## src/dedup_error_log_fifo_macros.svh

```systemverilog
// Assertion macros shared by the error log.
// Each macro samples on clk_i and is disabled while rst_ni is low.
`ifndef DEDUP_ERROR_LOG_FIFO_MACROS_SVH
`define DEDUP_ERROR_LOG_FIFO_MACROS_SVH

// Same-cycle implication.
`define DELF_ASSERT_NOW(lbl, ante, cons, msg) \
  lbl: assert property (@(posedge clk_i) disable iff (!rst_ni) (ante) |-> (cons)) \
    else $error(msg);

// Next-cycle implication.
`define DELF_ASSERT_NEXT(lbl, ante, cons, msg) \
  lbl: assert property (@(posedge clk_i) disable iff (!rst_ni) (ante) |=> (cons)) \
    else $error(msg);

`endif

```

## src/delf_pkg.sv

```systemverilog
package delf_pkg;

  localparam int LogDepth = 8;
  localparam int CntW     = $clog2(LogDepth + 1);

  localparam int CodeW   = 8;
  localparam int AddrW   = 32;
  localparam int RidxW   = 6;
  localparam int EcountW = 7;

  localparam logic CmdRecord = 1'b0;
  localparam logic CmdRead   = 1'b1;

  typedef struct packed {
    logic             command;
    logic [CodeW-1:0] error_code;
    logic [AddrW-1:0] instruction_address;
    logic [RidxW-1:0] read_index;
  } in_t;

  typedef struct packed {
    logic               already_recorded;
    logic               oldest_dropped;
    logic [EcountW-1:0] entry_count;
    logic               entry_valid;
    logic [CodeW-1:0]   entry_code;
    logic [AddrW-1:0]   entry_offset;
  } out_t;

  typedef struct packed {
    logic [CodeW-1:0] code;
    logic [AddrW-1:0] offset;
  } entry_t;

  typedef struct packed {
    logic shift;
    logic load;
  } cell_ctrl_t;

endpackage

```

## src/delf_cell.sv

```systemverilog
// One log slot. It takes a fresh entry on load, its neighbor's entry on shift,
// and otherwise keeps what it holds.
module delf_cell (
  input  logic                clk_i,
  input  delf_pkg::cell_ctrl_t ctrl_i,
  input  delf_pkg::entry_t    nbr_i,
  input  delf_pkg::entry_t    new_i,
  output delf_pkg::entry_t    entry_o
);

  delf_pkg::entry_t entry_q;
  delf_pkg::entry_t entry_d;

  always_comb begin
    priority if (ctrl_i.load) begin
      entry_d = new_i;
    end else if (ctrl_i.shift) begin
      entry_d = nbr_i;
    end else begin
      entry_d = entry_q;
    end
  end

  always_ff @(posedge clk_i) begin
    entry_q <= entry_d;
  end

  assign entry_o = entry_q;

endmodule

```

## src/dedup_error_log_fifo.sv

```systemverilog
// A transaction accepted in the idle state passes through the scan state and then the update
// state, which writes its result into the output register once the previous result has left it.
// The input stalls outside the idle state, so a new transaction waits until the update is done.
// Reset (rst_ni low, asynchronous) empties the log, clears program_base and the output valid;
// the stored entries themselves are not cleared, and none is read before it is written.
`include "dedup_error_log_fifo_macros.svh"

module dedup_error_log_fifo (
  input  logic                             clk_i,
  input  logic                             rst_ni,
  input  logic                             in_valid_i,
  output logic                             in_stall_o,
  input  delf_pkg::in_t                    in_data_i,
  output logic                             out_valid_o,
  input  logic                             out_stall_i,
  output delf_pkg::out_t                   out_data_o,
  input  logic                             cfg_valid_i,
  output logic                             cfg_ready_o,
  input  logic [delf_pkg::AddrW-1:0]       cfg_data_i
);

  // The log lives in a row of cells, cell 0 holding the oldest entry. To search
  // or read, the whole row rotates toward cell 0 once per cycle in the scan state,
  // one step per cell, so entry k passes through cell 0 at scan step k and the
  // row ends up in its original order. The update state then appends the new
  // entry into the cell at the current count, or, with the log full, shifts the
  // row by one and loads the new entry into the last cell.

  localparam logic [1:0] StIdle   = 2'd0;
  localparam logic [1:0] StScan   = 2'd1;
  localparam logic [1:0] StUpdate = 2'd2;

  localparam logic [delf_pkg::CntW-1:0] CntFull  = delf_pkg::CntW'(delf_pkg::LogDepth);
  localparam logic [delf_pkg::CntW-1:0] StepLast = delf_pkg::CntW'(delf_pkg::LogDepth - 1);

  logic [1:0]                   state_q, state_d;
  logic [delf_pkg::CntW-1:0]    step_q, step_d;
  logic [delf_pkg::CntW-1:0]    cnt_q, cnt_d;
  logic [delf_pkg::AddrW-1:0]   base_q;

  // Transaction being worked on.
  logic                         cmd_q;
  logic [delf_pkg::CodeW-1:0]   code_q;
  logic [delf_pkg::AddrW-1:0]   offset_q;
  logic [delf_pkg::RidxW-1:0]   ridx_q;

  // Scan results.
  logic                         found_q, found_d;
  delf_pkg::entry_t             rd_q, rd_d;

  logic                         out_valid_q, out_valid_d;
  delf_pkg::out_t               out_q, out_d;

  delf_pkg::entry_t             cell_data [delf_pkg::LogDepth];
  delf_pkg::cell_ctrl_t         cell_ctrl [delf_pkg::LogDepth];
  delf_pkg::entry_t             new_entry;

  logic                         in_fire;
  logic                         out_free;
  logic                         do_update;
  logic                         do_insert;
  logic                         is_full;
  logic [delf_pkg::EcountW-1:0] step_ext, cnt_ext, ridx_ext;

  assign in_fire     = in_valid_i && !in_stall_o;
  assign in_stall_o  = (state_q != StIdle);
  assign cfg_ready_o = 1'b1;

  // The output register is free when it is empty or being emptied this cycle.
  assign out_free  = !out_valid_q || !out_stall_i;
  assign do_update = (state_q == StUpdate) && out_free;
  assign is_full   = (cnt_q == CntFull);
  assign do_insert = do_update && (cmd_q == delf_pkg::CmdRecord) && !found_q;

  assign step_ext = delf_pkg::EcountW'(step_q);
  assign cnt_ext  = delf_pkg::EcountW'(cnt_q);
  assign ridx_ext = delf_pkg::EcountW'(ridx_q);

  assign new_entry.code   = code_q;
  assign new_entry.offset = offset_q;

  // Cell row. The last cell's neighbor is cell 0, which closes the ring for rotation.
  for (genvar gi = 0; gi < delf_pkg::LogDepth; gi++) begin : g_cell
    always_comb begin
      cell_ctrl[gi].shift = 1'b0;
      cell_ctrl[gi].load  = 1'b0;
      if (state_q == StScan) begin
        cell_ctrl[gi].shift = 1'b1;
      end else if (do_insert) begin
        if (is_full) begin
          cell_ctrl[gi].shift = (gi < delf_pkg::LogDepth - 1);
          cell_ctrl[gi].load  = (gi == delf_pkg::LogDepth - 1);
        end else begin
          cell_ctrl[gi].load  = (delf_pkg::CntW'(gi) == cnt_q);
        end
      end
    end

    delf_cell u_cell (
      .clk_i   (clk_i),
      .ctrl_i  (cell_ctrl[gi]),
      .nbr_i   (cell_data[(gi + 1) % delf_pkg::LogDepth]),
      .new_i   (new_entry),
      .entry_o (cell_data[gi])
    );
  end

  // Sequencer and scan.
  always_comb begin
    state_d     = state_q;
    step_d      = step_q;
    cnt_d       = cnt_q;
    found_d     = found_q;
    rd_d        = rd_q;
    out_valid_d = out_valid_q;
    out_d       = out_q;

    if (out_valid_q && !out_stall_i) begin
      out_valid_d = 1'b0;
    end

    unique case (state_q)
      StIdle: begin
        if (in_fire) begin
          state_d = StScan;
          step_d  = '0;
          found_d = 1'b0;
        end
      end
      StScan: begin
        // Only entries below the count take part in the search.
        if ((step_ext < cnt_ext) && (cell_data[0].offset == offset_q)) begin
          found_d = 1'b1;
        end
        if (step_ext == ridx_ext) begin
          rd_d = cell_data[0];
        end
        step_d = step_q + 1'b1;
        if (step_q == StepLast) begin
          state_d = StUpdate;
        end
      end
      StUpdate: begin
        if (out_free) begin
          if (do_insert && !is_full) begin
            cnt_d = cnt_q + 1'b1;
          end
          out_d.already_recorded = (cmd_q == delf_pkg::CmdRecord) && found_q;
          out_d.oldest_dropped   = do_insert && is_full;
          out_d.entry_count      = delf_pkg::EcountW'(cnt_d);
          out_d.entry_valid      = (cmd_q == delf_pkg::CmdRead) && (ridx_ext < cnt_ext);
          out_d.entry_code       = out_d.entry_valid ? rd_q.code : '0;
          out_d.entry_offset     = out_d.entry_valid ? rd_q.offset : '0;
          out_valid_d = 1'b1;
          state_d     = StIdle;
        end
      end
      default: begin
        state_d = StIdle;
      end
    endcase
  end

  always_ff @(posedge clk_i or negedge rst_ni) begin
    if (!rst_ni) begin
      state_q     <= StIdle;
      step_q      <= '0;
      cnt_q       <= '0;
      base_q      <= '0;
      found_q     <= 1'b0;
      out_valid_q <= 1'b0;
    end else begin
      state_q     <= state_d;
      step_q      <= step_d;
      cnt_q       <= cnt_d;
      found_q     <= found_d;
      out_valid_q <= out_valid_d;
      if (cfg_valid_i && cfg_ready_o) begin
        base_q <= cfg_data_i;
      end
    end
  end

  // Payload registers.
  always_ff @(posedge clk_i) begin
    rd_q  <= rd_d;
    out_q <= out_d;
    if (in_fire) begin
      cmd_q    <= in_data_i.command;
      code_q   <= in_data_i.error_code;
      offset_q <= in_data_i.instruction_address - base_q;
      ridx_q   <= in_data_i.read_index;
    end
  end

  assign out_valid_o = out_valid_q;
  assign out_data_o  = out_q;

  `DELF_ASSERT_NEXT(a_accept_starts_scan, in_fire, state_q == StScan, "accept without scan")
  `DELF_ASSERT_NEXT(a_update_gives_result, do_update, out_valid_q, "update without result")
  `DELF_ASSERT_NEXT(a_full_stays_full, do_insert && is_full, cnt_q == CntFull, "count changed")
  `DELF_ASSERT_NOW(a_count_bounded, state_q != StIdle, cnt_q <= CntFull, "count above depth")

endmodule

```

## config.mk

```make
export PLATFORM = sky130hd
export DESIGN_NAME = dedup_error_log_fifo
export DESIGN_NICKNAME = d
export VERILOG_FILES = /design/src/delf_pkg.sv /design/src/delf_cell.sv /design/src/dedup_error_log_fifo.sv
export VERILOG_INCLUDE_DIRS = /design/src /design/src/src
export SDC_FILE = /design/constraint.sdc
export NUM_CORES = 1
export LEC_CHECK = 0
export BUFFER_PORTS_ARGS = -buffer_cell sky130_fd_sc_hd__buf_2
export CAP_MARGIN = 5
export CORE_MARGIN = 2
export CORE_UTILIZATION = 35
export CTS_CLUSTER_SIZE = 20
export DETAILED_ROUTE_END_ITERATION = 8
export SYNTH_ARGS = -nofsm -noshare
export SYNTH_HDL_FRONTEND = slang
export SYNTH_HIERARCHICAL = 1
export SYNTH_SLANG_ARGS = --single-unit
export TNS_END_PERCENT = 10
```

## constraint.sdc

```tcl
create_clock -name clk_i -period 6.9 [get_ports clk_i]
set_input_delay 1.38 -clock clk_i [delete_from_list [all_inputs] [get_ports clk_i]]
set_output_delay 1.38 -clock clk_i [all_outputs]
set_load 0.05 [all_outputs]
```

Word-level counts from Yosys, hierarchy flattened
Index checks and enable logic that the tools add are counted.

Add/sub/neg operators: 3. Multiply operators: 0. Div/mod/pow operators: 0. Order comparisons: 2. Equality and inequality tests: 17. Shift operators: 0. Muxes and demuxes: 62. Bitwise operators: 1. Reduce and logical (&&, ||, !) cells: 33.

Operators by type and width (count): 2-to-1 mux 40 bit (16); == test 32 bit (1); subtractor 32 bit (1); 2-to-1 mux 1 bit (31); 2-to-1 mux 2 bit (10); nonzero test 2 bit (10); == test 3 x 4 -> 1 bit (first input constant) (4); logical AND 1 bit (10); adder 4 x 1 -> 4 bit (second input constant) (2); == test 2 x 4 -> 1 bit (first input constant) (2); 2-to-1 mux 4 bit (2); case mux 4 bit (2 select lines) (1); == test 4 x 6 -> 1 bit (1); less-than comparator 6 x 4 -> 1 bit (1); case mux 2 bit (3 select lines) (1); AND reduction 2 bit (3); AND reduction 3 bit (2); logical NOT 1 bit (5); == test 1 x 4 -> 1 bit (first input constant) (1); == test 4 x 3 -> 1 bit (second input constant) (1); == test 4 bit (second input constant) (1); logical NOT 4 bit (1); less-than comparator 4 bit (1); != test 2 x 1 -> 1 bit (second input constant) (2); 7 further kinds (8).

Bits in registers: 498. Latch bits: 0. Bits in writable memories: 0. Memory bits (read-only): 0. Word-level logic and storage cells: 152. Memories: 0.

Depth between registers and ports, before layout
Depth after elaboration: 9. Gate-level depth with buffers: 11. Gate-level depth less buffers: 11.

By module
The synthesis kept the hierarchy.

Modules (own cells, without submodules): delf_cell (instances 8, cells each 86, area each 1895.6 sq um); dedup_error_log_fifo (instances 1, cells each 710, area each 8456.9 sq um).

Least setup slack after synthesis
OpenSTA, ideal clock, no wires.

Path type: input to register. From: in out_stall_i. To: reg g_cell[3].u_cell.entry_q, in the netlist g_cell[3].u_cell/entry_o[0], enable pin. Library setup time: 0.399 ns. Arrival: 5.953 ns. Data required time: 6.501 ns. Setup slack: 0.548 ns. Stages on the path: 7. Cell sequence: a21oi_1 nor3b_1 nand2_1 nor3b_1 buf_6 buf_12 or2_1.

RTL lines: start, declared (RTL line dedup_error_log_fifo.sv:15) `input logic out_stall_i,`; end signal, assigned (RTL line delf_cell.sv:25) `entry_q <= entry_d;`; end, declared (RTL line delf_cell.sv:11) `delf_pkg::entry_t entry_q;`.

==> results.py <==
metrics = {
    "placed_design": {
        "gp_congestion": 0.813,
        "dp_hpwl_mm": 31.9,
        "dp_slack_ns": 2.09,
        "port-buffer-count": 132,
    },
    "final_layout": {
        "register_area_um2": 14700,
        "fin_util_pct": 39.6,
        "nFillCells": 6188,
        "fin_nets": 1668,
        "syn_to_final_growth_pct": 12.5,
        "drive_gt1_share_pct": 36.2,
        "multi_input_area_um2": 7940,
    },
    "global_routing": {
        "antenna_found_initial": 2,
        "grt_use_total_pct": 13.8,
        "grt_max_degree": 63,
        "grt_pass1_vias": 12100,
        "grt_pass1_wl_mm": 73.3,
        "overflow": 0,
    },
    "floorplan": {
        "dieArea_um2": 69600,
        "start_util_pct": 35.2,
        "ios": 137,
        "die_y_um": 264,
        "num_rows": 95,
        "die_x_um": 264,
        "core_area_um2": 67000,
    },
    "timing": {
        "clock_skew_ns": 0.0231,
        "report.final.slew_viol_count": 0,
        "fin_crit_ns": 4.23,
        "setup_viol": 0,
        "fmax_mhz": 236,
        "hold_viol_final": 0,
        "rsz0062_at_grt": "no",
        "max-slew-margin-rel_pct": 22.0,
        "worst_slack_ns": 2.67,
        "post-route-period-util_pct": 61.3,
        "hold_ws_ns": 0.456,
        "worst_pin_slew_ns": 1.17,
        "setup-tns-final_ns": 0,
    },
    "clocking": {
        "cts.root.buffer_cell": "clkbuf_16",
        "cts_buffers": 53,
        "clock_latency_ns": 0.60,
        "cts_tree": "built",
        "cts_resized": 0,
        "h-tree-depth": 2,
        "cts.sinks": 498,
        "path_clk_slew_ns": 0.06,
        "clock_path_buffers": 3,
        "post_cts_buffers": 0,
        "hold_buffers": 0,
    },
    "drt": {
        "vias": 11700,
        "dr.first_iter.drc_count": 803,
        "wl_per_cell_um": 19.6,
        "post-route-drc-count": 0,
        "drtAntennaViolNets": 0,
        "drt-pass1-iter-count": 4,
        "finalWirelength_mm": 48.2,
        "vias_per_cell": 4.75,
    },
    "critical_path": {
        "crit_fanout": 40,
        "worstSetupPathType": "primary input to flop",
        "setup.worst_path.end_class": "flop",
        "cp_top_family": "simple AND/OR/NAND/NOR gates",
        "slowest_delay_ns": 1.00,
        "crit_arrival_ns": 4.43,
        "cp_data_required_time_ns": 7.10,
        "critPathLaunchType": "primary input",
        "path_buf_inv": 1,
        "crit_path_top_delay_cell": "or2_2",
        "cp_cell_sequence": "buf_2 > a21oi_4 > nor3b_1 > nand2_1 > nor2_4 > or2_2",
    },
    "synth": {
        "synthTopCellsByArea": "edfxtp_1 58%, mux2_4 20%, dfrtp_1 4.7%",
        "syn_area_per_cell_um2": 16.9,
        "synth_common_cells": "454 x edfxtp_1, 312 x mux2_4, 76 x nand2_1",
        "synthArstFlopShare_pct": 8.84,
        "synth_fa_ha_area_share_pct": 2.31,
        "ys_seq_area_share_pct": 62.4,
        "synth_top_family_by_area": "multiplexers",
        "synth_top_cell_area_share_pct": 57.7,
        "synth_cell_type_count": 58,
        "synthXorXnorAreaFrac_pct": 2.56,
        "synth-edff-count": 454,
        "synth_seq_cells": 498,
        "synth-compound-area-share_pct": 3.54,
        "synth-simple-area-share_pct": 4.43,
        "yosysWarningCount": 6,
        "synth.most_common_cell": "edfxtp_1",
        "synthCells": 1398,
        "syn_area_um2": 23600,
        "synth.area.mux_share_pct": 20.4,
        "yosysTopAreaCell": "edfxtp_1",
        "synthFlopType": "edfxtp_1",
    },
    "hold_path": {
        "hold_path_class": "flop to flop",
    },
    "power": {
        "leakagePower_nw": 10.1,
        "p_per_area_nw_per_um2": 422,
        "design_power_total_w": 0.0112,
        "vdd_drop_max_mv": 0.330,
    },
    "run": {
        "drv_cap": 0,
    },
    "outcome": {
        "status": "complete, no violations",
    },
}
[state kept, by name, summed over array words and instances (netlist names)]
signal                 cells
g_cell.u_cell/entry_o    320
out_data_o                47
rd_q                      40
base_q                    32
offset_q                  32
code_q                     8
ridx_q                     6
cnt_q                      4
step_q                     4
state_q                    2
cmd_q                      1
found_q                    1
out_valid_o                1
[through the flow]
stage | std cells | instance area (um2)
floorplan | 1400 | 23600
global placement | 2359 | 24800
detailed placement | 2359 | 24800
CTS | 2457 | 26600
global route | 2457 | 26600
finish | 2458 | 26600
[power by group]
group | switching [W] | internal [W]
clock | 0.00119 | 0.00177
sequential | 0.000623 | 0.00501
combinational | 0.00113 | 0.00149
[cell type report]
| class | count | area share, % |
|---|---|---|
| Inverter | 49 | 0.692 |
| Sequential cell | 498 | 55.5 |
| Clock inverter | 32 | 1.55 |
| Multi-Input combinational cell | 787 | 29.9 |
| Timing Repair Buffer | 152 | 3.05 |
| Clock buffer | 66 | 5.26 |
| Tap cell | 873 | 4.11 |
| Antenna cell | 1 | 0.00942 |
[per-layer routing]
layer	part of all wire [%]	track usage [%]	wire length, um	vias to the layer above
li1	-	-	-	5498
met1	48	19.2	23100	5853
met2	45	21.8	21700	251
met3	4.5	2.57	2190	74
met4	2.4	4.07	1180	0
met5	0	0	0	-
[placed cells by master (no fill, tap or decap), types with 6 or more instances in the layout]
cell / synthesis / routed
edfxtp_1: 454 / 454
mux2_4: 312 / 312
buf_2: 1 / 132
nand2_1: 76 / 76
o21ai_0: 56 / 56
clkbuf_16: 0 / 54
xnor2_1: 50 / 50
inv_1: 49 / 48
dfrtp_1: 44 / 44
ha_1: 42 / 42
and2_1: 42 / 41
a21oi_1: 29 / 28
nor2_1: 31 / 25
buf_4: 4 / 20
xor2_1: 19 / 19
nand4_1: 14 / 14
nand3_1: 12 / 12
mux2_2: 12 / 12
clkbuf_1: 21 / 12
a21o_1: 11 / 11
clkinv_2: 0 / 10
nor2b_1: 9 / 9
bufinv_16: 0 / 9
nor2_4: 0 / 6
or2_1: 8 / 6
[cells by family (layout without fill, tap and decap cells)]
| kind of cell | after synthesis | in the layout |
|---|---|---|
| muxes | 324 | 324 |
| other | 2 | 5 |
| DFF | 498 | 498 |
| adders and majority gates | 43 | 43 |
| AOI/OAI and AO/OA | 136 | 136 |
| and+or+nand+nor | 211 | 211 |
| xor gates and xnor gates | 69 | 69 |
| buffers and inverters | 115 | 299 |
[worst paths after layout]
check	to	slack (ns)	cells past startpoint	startpoint
min	rd_q[32]	0.46	0	g_cell[0].u_cell/entry_o[32]
min in group asynchronous	base_q[13]	1.00	1	rst_ni
max in group asynchronous	cnt_q[0]	5.23	1	rst_ni
min reg2reg	rd_q[32]	0.46	0	g_cell[0].u_cell/entry_o[32]
max reg2reg	g_cell[0].u_cell/entry_o[32]	2.95	6	state_q[0]
max	g_cell[0].u_cell/entry_o[32]	2.67	6	out_stall_i
No activity file was read; power rests on OpenSTA's default activity.
